[src/hdl/ctrp_pkg.sv]
// ----------------------------------------------------------------------------
// ctrp_pkg
// Types and constants shared by the transfer ring producer modules.
// ----------------------------------------------------------------------------
`default_nettype none

package ctrp_pkg;

  // Entry type codes, placed in control bits 15:10.
  typedef enum logic [5:0] {
    ENTRY_NORMAL = 6'd1,
    ENTRY_SETUP  = 6'd2,
    ENTRY_DATA   = 6'd3,
    ENTRY_STATUS = 6'd4,
    ENTRY_LINK   = 6'd6
  } trb_type_t;

  // Flags in control bits 9:0 (bit 0, the cycle bit, is added last).
  localparam logic [9:0] FLAG_TOGGLE = 10'h002;
  localparam logic [9:0] FLAG_CHAIN  = 10'h010;
  localparam logic [9:0] FLAG_IOC    = 10'h020;
  localparam logic [9:0] FLAG_IDT    = 10'h040;

  // Setup transfer type field (control bits 17:16).
  localparam logic [1:0] TRT_NO_DATA = 2'd0;
  localparam logic [1:0] TRT_OUT     = 2'd2;
  localparam logic [1:0] TRT_IN      = 2'd3;

  localparam logic [31:0] SETUP_LEN  = 32'd8;

  // Request opcodes.
  localparam logic OP_CONTROL = 1'b0;
  localparam logic OP_NORMAL  = 1'b1;

  // Queue between the classifier and the entry sequencer.
  localparam int Q_DEPTH = 4;
  localparam int Q_PTR_W = 2;

  // APB register map.
  localparam logic REG_RING_BASE = 1'b0;

  // Classified request.
  typedef struct packed {
    logic        normal;
    logic        has_data;
    logic        dir_in;
    logic [63:0] setup;
    logic [15:0] len;
    logic [63:0] buf_addr;
  } cmd_t;

  // One ring entry as presented on the output.
  typedef struct packed {
    logic [63:0] param;
    logic [31:0] status;
    logic [31:0] control;
    logic [63:0] addr;
    logic        last;
  } trb_t;

  // Control word without the cycle bit.
  function automatic logic [31:0] make_control(trb_type_t kind, logic [1:0] hi,
                                               logic [9:0] flags);
    make_control = {14'd0, hi, kind, flags};
  endfunction

endpackage

`default_nettype wire

[src/hdl/ctrp_req_if.sv]
// ----------------------------------------------------------------------------
// ctrp_req_if
// Request channel: valid/ready handshake with the request fields.
// ----------------------------------------------------------------------------
`default_nettype none

interface ctrp_req_if;
  logic        valid;
  logic        ready;
  logic        op;
  logic [7:0]  request_type;
  logic [7:0]  request_code;
  logic [15:0] request_value;
  logic [15:0] request_index;
  logic [15:0] xfer_length;
  logic [63:0] buf_addr;

  modport source (output valid, op, request_type, request_code, request_value,
                  request_index, xfer_length, buf_addr, input ready);
  modport sink   (input valid, op, request_type, request_code, request_value,
                  request_index, xfer_length, buf_addr, output ready);
endinterface

`default_nettype wire

[src/hdl/ctrp_trb_if.sv]
// ----------------------------------------------------------------------------
// ctrp_trb_if
// Ring entry channel: valid/ready handshake with the entry fields.
// ----------------------------------------------------------------------------
`default_nettype none

interface ctrp_trb_if;
  logic        valid;
  logic        ready;
  logic [63:0] trb_param;
  logic [31:0] trb_length;
  logic [31:0] trb_control;
  logic [63:0] trb_addr;
  logic        last;

  modport source (output valid, trb_param, trb_length, trb_control, trb_addr,
                  last, input ready);
  modport sink   (input valid, trb_param, trb_length, trb_control, trb_addr,
                  last, output ready);
endinterface

`default_nettype wire

[src/hdl/ctrp_front.sv]
// ----------------------------------------------------------------------------
// ctrp_front
// Accept requests and classify them into queue commands.
// ----------------------------------------------------------------------------
`default_nettype none

module ctrp_front
  import ctrp_pkg::*;
(
  ctrp_req_if.sink req,
  input  wire logic q_full,
  output logic      push,
  output cmd_t      cmd
);

  assign req.ready = !q_full;
  assign push      = req.valid && !q_full;

  always_comb begin
    cmd.normal   = (req.op == OP_NORMAL);
    cmd.has_data = (req.xfer_length != 16'd0);
    cmd.dir_in   = req.request_type[7];
    // Pack the 8-byte setup packet, low byte first.
    cmd.setup    = {req.xfer_length, req.request_index, req.request_value,
                    req.request_code, req.request_type};
    cmd.len      = req.xfer_length;
    cmd.buf_addr = req.buf_addr;
  end

endmodule

`default_nettype wire

[src/hdl/ctrp_queue.sv]
// ----------------------------------------------------------------------------
// ctrp_queue
// Short command queue between classifier and entry sequencer.
// ----------------------------------------------------------------------------
`default_nettype none

module ctrp_queue
  import ctrp_pkg::*;
(
  input  wire logic clk,
  input  wire logic rst,
  input  wire logic push,
  input  cmd_t      wr_cmd,
  input  wire logic pop,
  output logic      full,
  output logic      head_valid,
  output cmd_t      head
);

  cmd_t                 mem [Q_DEPTH];
  logic [Q_PTR_W-1:0]   wr_ptr;
  logic [Q_PTR_W-1:0]   rd_ptr;
  logic [Q_PTR_W:0]     count;

  assign full       = (count == (Q_PTR_W+1)'(Q_DEPTH));
  assign head_valid = (count != '0);
  assign head       = mem[rd_ptr];

  always_ff @(posedge clk) begin
    if (push) begin
      mem[wr_ptr] <= wr_cmd;
    end
  end

  always_ff @(posedge clk) begin
    if (rst) begin
      wr_ptr <= '0;
      rd_ptr <= '0;
      count  <= '0;
    end else begin
      if (push) begin
        wr_ptr <= wr_ptr + 1'b1;
      end
      if (pop) begin
        rd_ptr <= rd_ptr + 1'b1;
      end
      if (push && !pop) begin
        count <= count + 1'b1;
      end else if (pop && !push) begin
        count <= count - 1'b1;
      end
    end
  end

endmodule

`default_nettype wire

[src/hdl/ctrp_back.sv]
// ----------------------------------------------------------------------------
// ctrp_back
// Entry sequencer: emit one ring entry a cycle when not stalled, insert link
// entries at the ring end, and hold the enqueue index and producer cycle bit.
// ----------------------------------------------------------------------------
`default_nettype none

module ctrp_back
  import ctrp_pkg::*;
#(
  parameter int RING_ENTRIES = 256
)(
  input  wire logic        clk,
  input  wire logic        rst,
  input  wire logic [63:0] ring_base,
  input  wire logic        head_valid,
  input  cmd_t             head,
  output logic             pop,
  ctrp_trb_if.source       trb
);

  localparam int IDX_W = $clog2(RING_ENTRIES + 1);

  typedef enum logic [2:0] {
    STEP_SETUP  = 3'b001,
    STEP_DATA   = 3'b010,
    STEP_STATUS = 3'b100
  } step_t;

  logic [IDX_W-1:0] enq_index, enq_index_next;
  logic             pcycle, pcycle_next;
  step_t            step, step_next;
  trb_t             entry, out_reg;
  logic             out_valid;
  logic             load, advance, wrap;
  logic [63:0]      base_al;
  logic [31:0]      ctl;

  assign load    = !out_valid || trb.ready;
  assign advance = head_valid && load;
  assign wrap    = (enq_index == IDX_W'(RING_ENTRIES));
  assign base_al = {ring_base[63:4], 4'd0};

  always_comb begin
    ctl         = '0;
    entry.param = '0;
    entry.status = '0;
    entry.last  = 1'b0;
    entry.addr  = base_al + {{(60-IDX_W){1'b0}}, enq_index, 4'd0};
    if (wrap) begin
      ctl         = make_control(ENTRY_LINK, 2'd0, FLAG_TOGGLE);
      entry.param = base_al;
    end else if (head.normal) begin
      ctl          = make_control(ENTRY_NORMAL, 2'd0, FLAG_IOC);
      entry.param  = head.buf_addr;
      entry.status = {16'd0, head.len};
      entry.last   = 1'b1;
    end else begin
      unique case (step)
        STEP_SETUP: begin
          ctl = make_control(ENTRY_SETUP,
                             !head.has_data ? TRT_NO_DATA :
                             (head.dir_in ? TRT_IN : TRT_OUT),
                             FLAG_IDT | FLAG_CHAIN);
          entry.param  = head.setup;
          entry.status = SETUP_LEN;
        end
        STEP_DATA: begin
          ctl          = make_control(ENTRY_DATA, {1'b0, head.dir_in}, FLAG_CHAIN);
          entry.param  = head.buf_addr;
          entry.status = {16'd0, head.len};
        end
        default: begin
          ctl = make_control(ENTRY_STATUS, {1'b0, !(head.has_data && head.dir_in)},
                             FLAG_IOC);
          entry.last = 1'b1;
        end
      endcase
    end
    entry.control = {ctl[31:1], pcycle};
  end

  // Sequencer next state.
  always_comb begin
    enq_index_next = enq_index;
    pcycle_next    = pcycle;
    step_next      = step;
    pop            = 1'b0;
    if (advance) begin
      if (wrap) begin
        enq_index_next = '0;
        pcycle_next    = !pcycle;
      end else begin
        enq_index_next = enq_index + 1'b1;
        if (entry.last) begin
          pop       = 1'b1;
          step_next = STEP_SETUP;
        end else if (step == STEP_SETUP && head.has_data) begin
          step_next = STEP_DATA;
        end else begin
          step_next = STEP_STATUS;
        end
      end
    end
  end

  always_ff @(posedge clk) begin
    if (rst) begin
      enq_index <= '0;
      pcycle    <= 1'b1;
      step      <= STEP_SETUP;
      out_valid <= 1'b0;
    end else begin
      enq_index <= enq_index_next;
      pcycle    <= pcycle_next;
      step      <= step_next;
      if (load) begin
        out_valid <= head_valid;
      end
    end
  end

  always_ff @(posedge clk) begin
    if (advance) begin
      out_reg <= entry;
    end
  end

  assign trb.valid       = out_valid;
  assign trb.trb_param   = out_reg.param;
  assign trb.trb_length  = out_reg.status;
  assign trb.trb_control = out_reg.control;
  assign trb.trb_addr    = out_reg.addr;
  assign trb.last        = out_reg.last;

endmodule

`default_nettype wire

[src/hdl/control_transfer_trb_producer.sv]
// The first entry of a request is registered in the queue and then in the
//   output register before it is offered on the entry channel.
// Throughput: one ring entry per cycle unless stalled; a control request
//   yields setup, optional data and status entries, a normal request one.
// Requests queue up to 4 deep, so input is taken while entries drain.
// Reset (synchronous, rst high): index 0, cycle bit 1, ring base 0, queue empty.
// ----------------------------------------------------------------------------
// control_transfer_trb_producer
// Transfer ring producer: turns control and normal requests into ring
// entries, wrapping through a link entry at the ring end.
// ----------------------------------------------------------------------------
`default_nettype none

module control_transfer_trb_producer
  import ctrp_pkg::*;
#(
  parameter int RING_ENTRIES = 256
)(
  input  wire logic        clk,
  input  wire logic        rst,
  // APB register port: one 64-bit register at byte address 0.
  input  wire logic        psel,
  input  wire logic        penable,
  input  wire logic        pwrite,
  input  wire logic [3:0]  paddr,
  input  wire logic [63:0] pwdata,
  output logic [63:0]      prdata,
  output logic             pready,
  ctrp_req_if.sink         req,
  ctrp_trb_if.source       trb
);

  logic [63:0] ring_base;
  logic        push, pop, q_full, head_valid;
  cmd_t        wr_cmd, head;

  // Register file: the write lands on the access cycle; addresses with
  // paddr[3] set are dropped.
  assign pready = 1'b1;
  assign prdata = (paddr[3] == REG_RING_BASE) ? ring_base : 64'd0;

  always_ff @(posedge clk) begin
    if (rst) begin
      ring_base <= '0;
    end else if (psel && penable && pwrite && paddr[3] == REG_RING_BASE) begin
      ring_base <= pwdata;
    end
  end

  // Front: accept and classify each request.
  ctrp_front u_front (
    .req    (req),
    .q_full (q_full),
    .push   (push),
    .cmd    (wr_cmd)
  );

  // Queue: decouple request intake from entry generation.
  ctrp_queue u_queue (
    .clk        (clk),
    .rst        (rst),
    .push       (push),
    .wr_cmd     (wr_cmd),
    .pop        (pop),
    .full       (q_full),
    .head_valid (head_valid),
    .head       (head)
  );

  // Back: sequence entries, insert links, own index and cycle bit.
  ctrp_back #(
    .RING_ENTRIES (RING_ENTRIES)
  ) u_back (
    .clk        (clk),
    .rst        (rst),
    .ring_base  (ring_base),
    .head_valid (head_valid),
    .head       (head),
    .pop        (pop),
    .trb        (trb)
  );

  // A link entry never closes a request.
  a_link_not_last: assert property (@(posedge clk) disable iff (rst)
    (trb.valid && trb.last) |-> trb.trb_control[15:10] != ENTRY_LINK)
    else $error("link entry flagged as last");

  // Every entry lands on a 16-byte boundary.
  a_addr_aligned: assert property (@(posedge clk) disable iff (rst)
    trb.valid |-> trb.trb_addr[3:0] == 4'd0)
    else $error("unaligned entry address");

  // A request is popped only when the queue holds one.
  a_pop_valid: assert property (@(posedge clk) disable iff (rst)
    pop |-> head_valid)
    else $error("pop from empty queue");

  // No entry is offered right after reset.
  a_reset_idle: assert property (@(posedge clk)
    rst |=> !trb.valid)
    else $error("entry valid after reset");

endmodule

`default_nettype wire

[src/flat_wrapper.sv]
// flat-port wrapper written by rule: the top's interface ports become plain ports
module control_transfer_trb_producer_flat import ctrp_pkg::*;
#(
  parameter int RING_ENTRIES = 256
)
  (clk, rst, psel, penable, pwrite, paddr, pwdata, prdata, pready, req_valid, req_op, req_request_type, req_request_code, req_request_value, req_request_index, req_xfer_length, req_buf_addr, req_ready, trb_valid, trb_trb_param, trb_trb_length, trb_trb_control, trb_trb_addr, trb_last, trb_ready);
  ctrp_req_if req_i ();
  ctrp_trb_if trb_i ();
  input  wire logic clk;
  input  wire logic rst;
  input  wire logic psel;
  input  wire logic penable;
  input  wire logic pwrite;
  input  wire logic [3:0] paddr;
  input  wire logic [63:0] pwdata;
  output logic [63:0] prdata;
  output logic pready;
  input wire logic [$bits(req_i.valid)-1:0] req_valid;
  input wire logic [$bits(req_i.op)-1:0] req_op;
  input wire logic [$bits(req_i.request_type)-1:0] req_request_type;
  input wire logic [$bits(req_i.request_code)-1:0] req_request_code;
  input wire logic [$bits(req_i.request_value)-1:0] req_request_value;
  input wire logic [$bits(req_i.request_index)-1:0] req_request_index;
  input wire logic [$bits(req_i.xfer_length)-1:0] req_xfer_length;
  input wire logic [$bits(req_i.buf_addr)-1:0] req_buf_addr;
  output wire logic [$bits(req_i.ready)-1:0] req_ready;
  output wire logic [$bits(trb_i.valid)-1:0] trb_valid;
  output wire logic [$bits(trb_i.trb_param)-1:0] trb_trb_param;
  output wire logic [$bits(trb_i.trb_length)-1:0] trb_trb_length;
  output wire logic [$bits(trb_i.trb_control)-1:0] trb_trb_control;
  output wire logic [$bits(trb_i.trb_addr)-1:0] trb_trb_addr;
  output wire logic [$bits(trb_i.last)-1:0] trb_last;
  input wire logic [$bits(trb_i.ready)-1:0] trb_ready;
  assign req_i.valid = req_valid;
  assign req_i.op = req_op;
  assign req_i.request_type = req_request_type;
  assign req_i.request_code = req_request_code;
  assign req_i.request_value = req_request_value;
  assign req_i.request_index = req_request_index;
  assign req_i.xfer_length = req_xfer_length;
  assign req_i.buf_addr = req_buf_addr;
  assign req_ready = req_i.ready;
  assign trb_valid = trb_i.valid;
  assign trb_trb_param = trb_i.trb_param;
  assign trb_trb_length = trb_i.trb_length;
  assign trb_trb_control = trb_i.trb_control;
  assign trb_trb_addr = trb_i.trb_addr;
  assign trb_last = trb_i.last;
  assign trb_i.ready = trb_ready;
  control_transfer_trb_producer #(.RING_ENTRIES(RING_ENTRIES)) u_core (.clk(clk), .rst(rst), .psel(psel), .penable(penable), .pwrite(pwrite), .paddr(paddr), .pwdata(pwdata), .prdata(prdata), .pready(pready), .req(req_i), .trb(trb_i));
endmodule
[config.mk]
export PLATFORM = sky130hd
export DESIGN_NAME = control_transfer_trb_producer_flat
export DESIGN_NICKNAME = d
export VERILOG_FILES = /design/src/hdl/ctrp_pkg.sv /design/src/hdl/ctrp_req_if.sv /design/src/hdl/ctrp_trb_if.sv /design/src/hdl/ctrp_front.sv /design/src/hdl/ctrp_queue.sv /design/src/hdl/ctrp_back.sv /design/src/hdl/control_transfer_trb_producer.sv /design/src/flat_wrapper.sv
export SDC_FILE = /design/constraint.sdc
export NUM_CORES = 1
export LEC_CHECK = 0
export BUFFER_PORTS_ARGS = -buffer_cell sky130_fd_sc_hd__buf_2
export CAP_MARGIN = 40
export CORE_UTILIZATION = 57
export CTS_CLUSTER_SIZE = 28
export DETAILED_ROUTE_END_ITERATION = 10
export PLACE_DENSITY = 0.87
export SETUP_SLACK_MARGIN = 0.2
export SYNTH_ARGS = -nofsm -noshare
export SYNTH_HDL_FRONTEND = slang
export SYNTH_HIERARCHICAL = 1
export SYNTH_SLANG_ARGS = --single-unit
[constraint.sdc]
create_clock -name clk -period 10.8 [get_ports clk]
set_input_delay 2.16 -clock clk [delete_from_list [all_inputs] [get_ports clk]]
set_output_delay 2.16 -clock clk [all_outputs]
set_load 0.05 [all_outputs]
==> results.tsv <==
stage	metric	value	unit
power_and_ir_drop	switching component of the power	3.49	mW
power_and_ir_drop	Internal Dissipation	6.72	mW
synthesis	combined area of all synthesized cells	34700	sq um
layout	relative area change from synthesis to final layout	12.8	%
layout	share of final-layout standard cells stronger than drive strength 1	32.1	%
grt	global-route congestion overflow total	0	
synthesis	cells taking the most area after synthesis	edfxtp_1 64%, mux4_2 9.5%, dfxtp_1 5.0%, buf_4 4.2%, nand2b_1 2.5%	
timing	RSZ-0062 raised after global routing	no	
grt	initial antenna violation count	11	
cts	number of buffers inserted for hold repair after clock tree synthesis	0	
critical_path	Critical Path Source	paddr[3]	
run_status	outcome	finished clean	
timing	worst-case headroom to the max-slew limit	36.5	%
synthesis	most common flop cell mapped by yosys	edfxtp_1	
timing	final count of pins violating max slew	0	
floorplan	core footprint	60200	sq um
timing	maximum achievable frequency	185	MHz
floorplan	initial core utilization	57.6	%
cts	number of gates resized after cts	0	
timing	Min Hold Slack	0.463	ns
floorplan	Die Wd	249	um
critical_path	cell breakdown of the critical path	buf_4 -> nor2b_1 -> buf_2	
critical_path	crit path capture type	primary output	
timing	final setup violation count	0	
grt	maximum number of pins on one net before global-route repair	101	
cts	Clock Pin Slew Worst Setup and Hold Paths	0.06	ns
synthesis	proportion of register bits with asynchronous set or reset after synthesis	0	%
layout	commonest cells after routing, fill and taps aside	739 x edfxtp_1, 415 x buf_2, 147 x mux4_2	
timing	post-route setup TNS	0	ns
route	routed wire length per instance	25.8	um
route	DRC violations left	0	
synthesis	total number of yosys warnings	6	
critical_path	startpoint types	primary input	
timing	Period minus WS final	5.40	ns
cts	Clock Sinks	826	
critical_path	biggest cell delay along the critical path	0.65	ns
power_and_ir_drop	Worst IR Drop VDD	0.249	mV
placement	Post-DP HPWL	52.2	mm
power_and_ir_drop	relative contribution of sequential cells to total power	43.1	%
route	first-pass iteration count of the detailed router	7	
min_path	Min-Delay Path Class	reg2reg	
power_and_ir_drop	Net Sw Frac	34.2	%
critical_path	Crit path required time	8.64	ns
route	detailed router's first-iteration violation count	2148	
synthesis	cell count after synthesis	2012	
layout	post-layout utilization of the core	65.0	%
synthesis	number of different library cells in the post-synthesis netlist	57	
timing	final period utilization	50.0	%
cts	# H-tree levels	3	
synthesis	synthesized area divided by synthesized cell count	17.2	sq um
timing	slew of the pin with the lowest slew margin	0.952	ns
power_and_ir_drop	combinational group share of total power	28.2	%
critical_path	kind of cell adding the most delay to the critical path	buffers and inverters	
power_and_ir_drop	Power Density	261	nW/um^2
cts	clock buffer depth	3	
synthesis	sequential fraction of the synthesis area	69.0	%
cts	setup fix buffers added after clock tree synthesis	0	
synthesis	top cell type by total area after synthesis	edfxtp_1	
grt	first-pass GRT wire length	120	mm
floorplan	total die area	61900	sq um
grt	aggregate global-route resource usage	26.2	%
critical_path	largest fanout on the critical path	65	
cts	clock network latency to the later pin of the worst-skew pair	0.63	ns
cts	CTS Buf Count	82	
floorplan	top-level port count	464	
timing	Fin. Hold Viols	0	
synthesis	number of flops mapped to enable cells by yosys	739	
critical_path	Critical path buffers and inverters	2	
synthesis	top-area cell type share of the netlist area	63.9	%
layout	most frequent standard cell in the layout excluding fill and tap cells	edfxtp_1	
critical_path	arrival time at the worst endpoint	3.24	ns
placement	gpl congestion	0.834	
cts	clock tree from TritonCTS	done	
power_and_ir_drop	clock network fraction of total power	28.7	%
min_path	critical hold path startpoint	u_core/u_back/pcycle	
grt	via count of the first global-routing pass	19500	
layout	NumNets Final	2528	
cts	CTS root buffer	clkbuf_16	
route	routed via count divided by cell count	6.05	
power_and_ir_drop	leakage dissipation	14.0	nW
route	via count	19200	
synthesis	Seq cells post-synth	826	
placement	IO Port Bufs	417	
timing	largest clock skew in the final design	0.0273	ns
route	antenna-violating nets left	0	
critical_path	cell type of the slowest stage on the worst timing path	buf_4	
critical_path	category of the critical setup timing path	in2out	
route	WL final	81.7	mm
floorplan	die height	249	um
floorplan	count of standard-cell rows	90	
job	MaxCap Viol Count	0	
layout make-up:
type                    count  area (sq um)
flip-flops and latches    826         23900
fillers                  3920         21100
multi-input cells         858          8420
repair buffers            457          2650
clock buffers             109          2290
well taps                 782           978
clock inverters            45           534
inverters                  81           313
diodes                     11          27.5
kinds of logic after synthesis:
family	after synthesis	synth area share [%]
AOI/OAI and AO/OA	121	2.99
muxes	213	11.4
and+or+nand+nor	394	6.81
adders and majority gates	18	0.692
DFF	826	69.0
xor gates and xnor gates	69	1.74
buffers and inverters	369	7.34
other	2	0.0216
power by group through the flow:
stage	clock, mW	sequential, mW	combinational [mW]
finish	2.93	4.40	2.88
floorplan	0	5.39	1.27
global route	3.08	4.44	3.00
global placement	0	4.43	2.73
CTS	2.97	4.40	2.88
detailed placement	0	4.45	2.87
stage by stage:
| stage | instance area (sq um) | instances | worst slack, ns | power (mW) |
|---|---|---|---|---|
| after floorplan | 34900 | 2053 | 3.47 | 6.67 |
| after global placement | 35900 | 2989 | 5.50 | 7.16 |
| after detailed placement | 36300 | 3004 | 5.41 | 7.32 |
| after CTS | 39100 | 3158 | 5.40 | 10.3 |
| after global routing | 39100 | 3167 | 5.31 | 10.5 |
| final | 39100 | 3169 | 5.40 | 10.2 |
worst paths after layout:
check,to,slack [ns],depth (start not counted)
min reg2reg,u_core/u_back/trb.trb_control[0],0.46,0
max,prdata[11],5.40,3
max reg2reg,u_core/u_back/trb.trb_param[39],7.27,6
min,u_core/u_back/trb.trb_control[0],0.46,0
synth_stat cells, drive strengths merged, types with 12 or more instances:
cell type  instances
and3              12
nand2             26
xor2              27
nand2b           136
edfxtp           739
inv               81
mux4             147
buf              253
and2              32
clkbuf            35
nor2b             68
dfxtp             87
nor3              30
mux2i             66
xnor2             42
nand3             17
o2111ai           15
a21oi             13
nor2              32
ha                16
nand4             17
a222oi            60
sequential cells by signal (all words and copies together), names as in the netlist, named ones only:
register and count:
u_core/u_back/trb.trb_param 64, u_core/u_queue/rd_ptr 2, u_core/u_back/pcycle 1, u_core/u_back/trb.trb_control 10, u_core/u_queue/count 3, u_core/u_back/step 3
u_core/u_queue/wr_ptr 2, u_core/u_back/trb.last 1, u_core/u_back/trb.valid 1, u_core/ring_base 64, u_core/u_back/trb.trb_addr 60, u_core/u_back/enq_index 9
u_core/u_back/trb.trb_length 16, u_core/u_queue/mem 588
routing by layer:
layer / track usage (%) / wire, um / part of all wire (%) / vias up
li1: - / - / - / 8112
met1: 32.7 / 29500 / 36 / 9673
met5: 0 / 13 / 0.016 / -
met4: 12.2 / 2980 / 3.6 / 2
met3: 5.58 / 7440 / 9.1 / 197
met2: 43.9 / 41800 / 51 / 1191
Note: power is estimated with default switching activity, not from simulation.
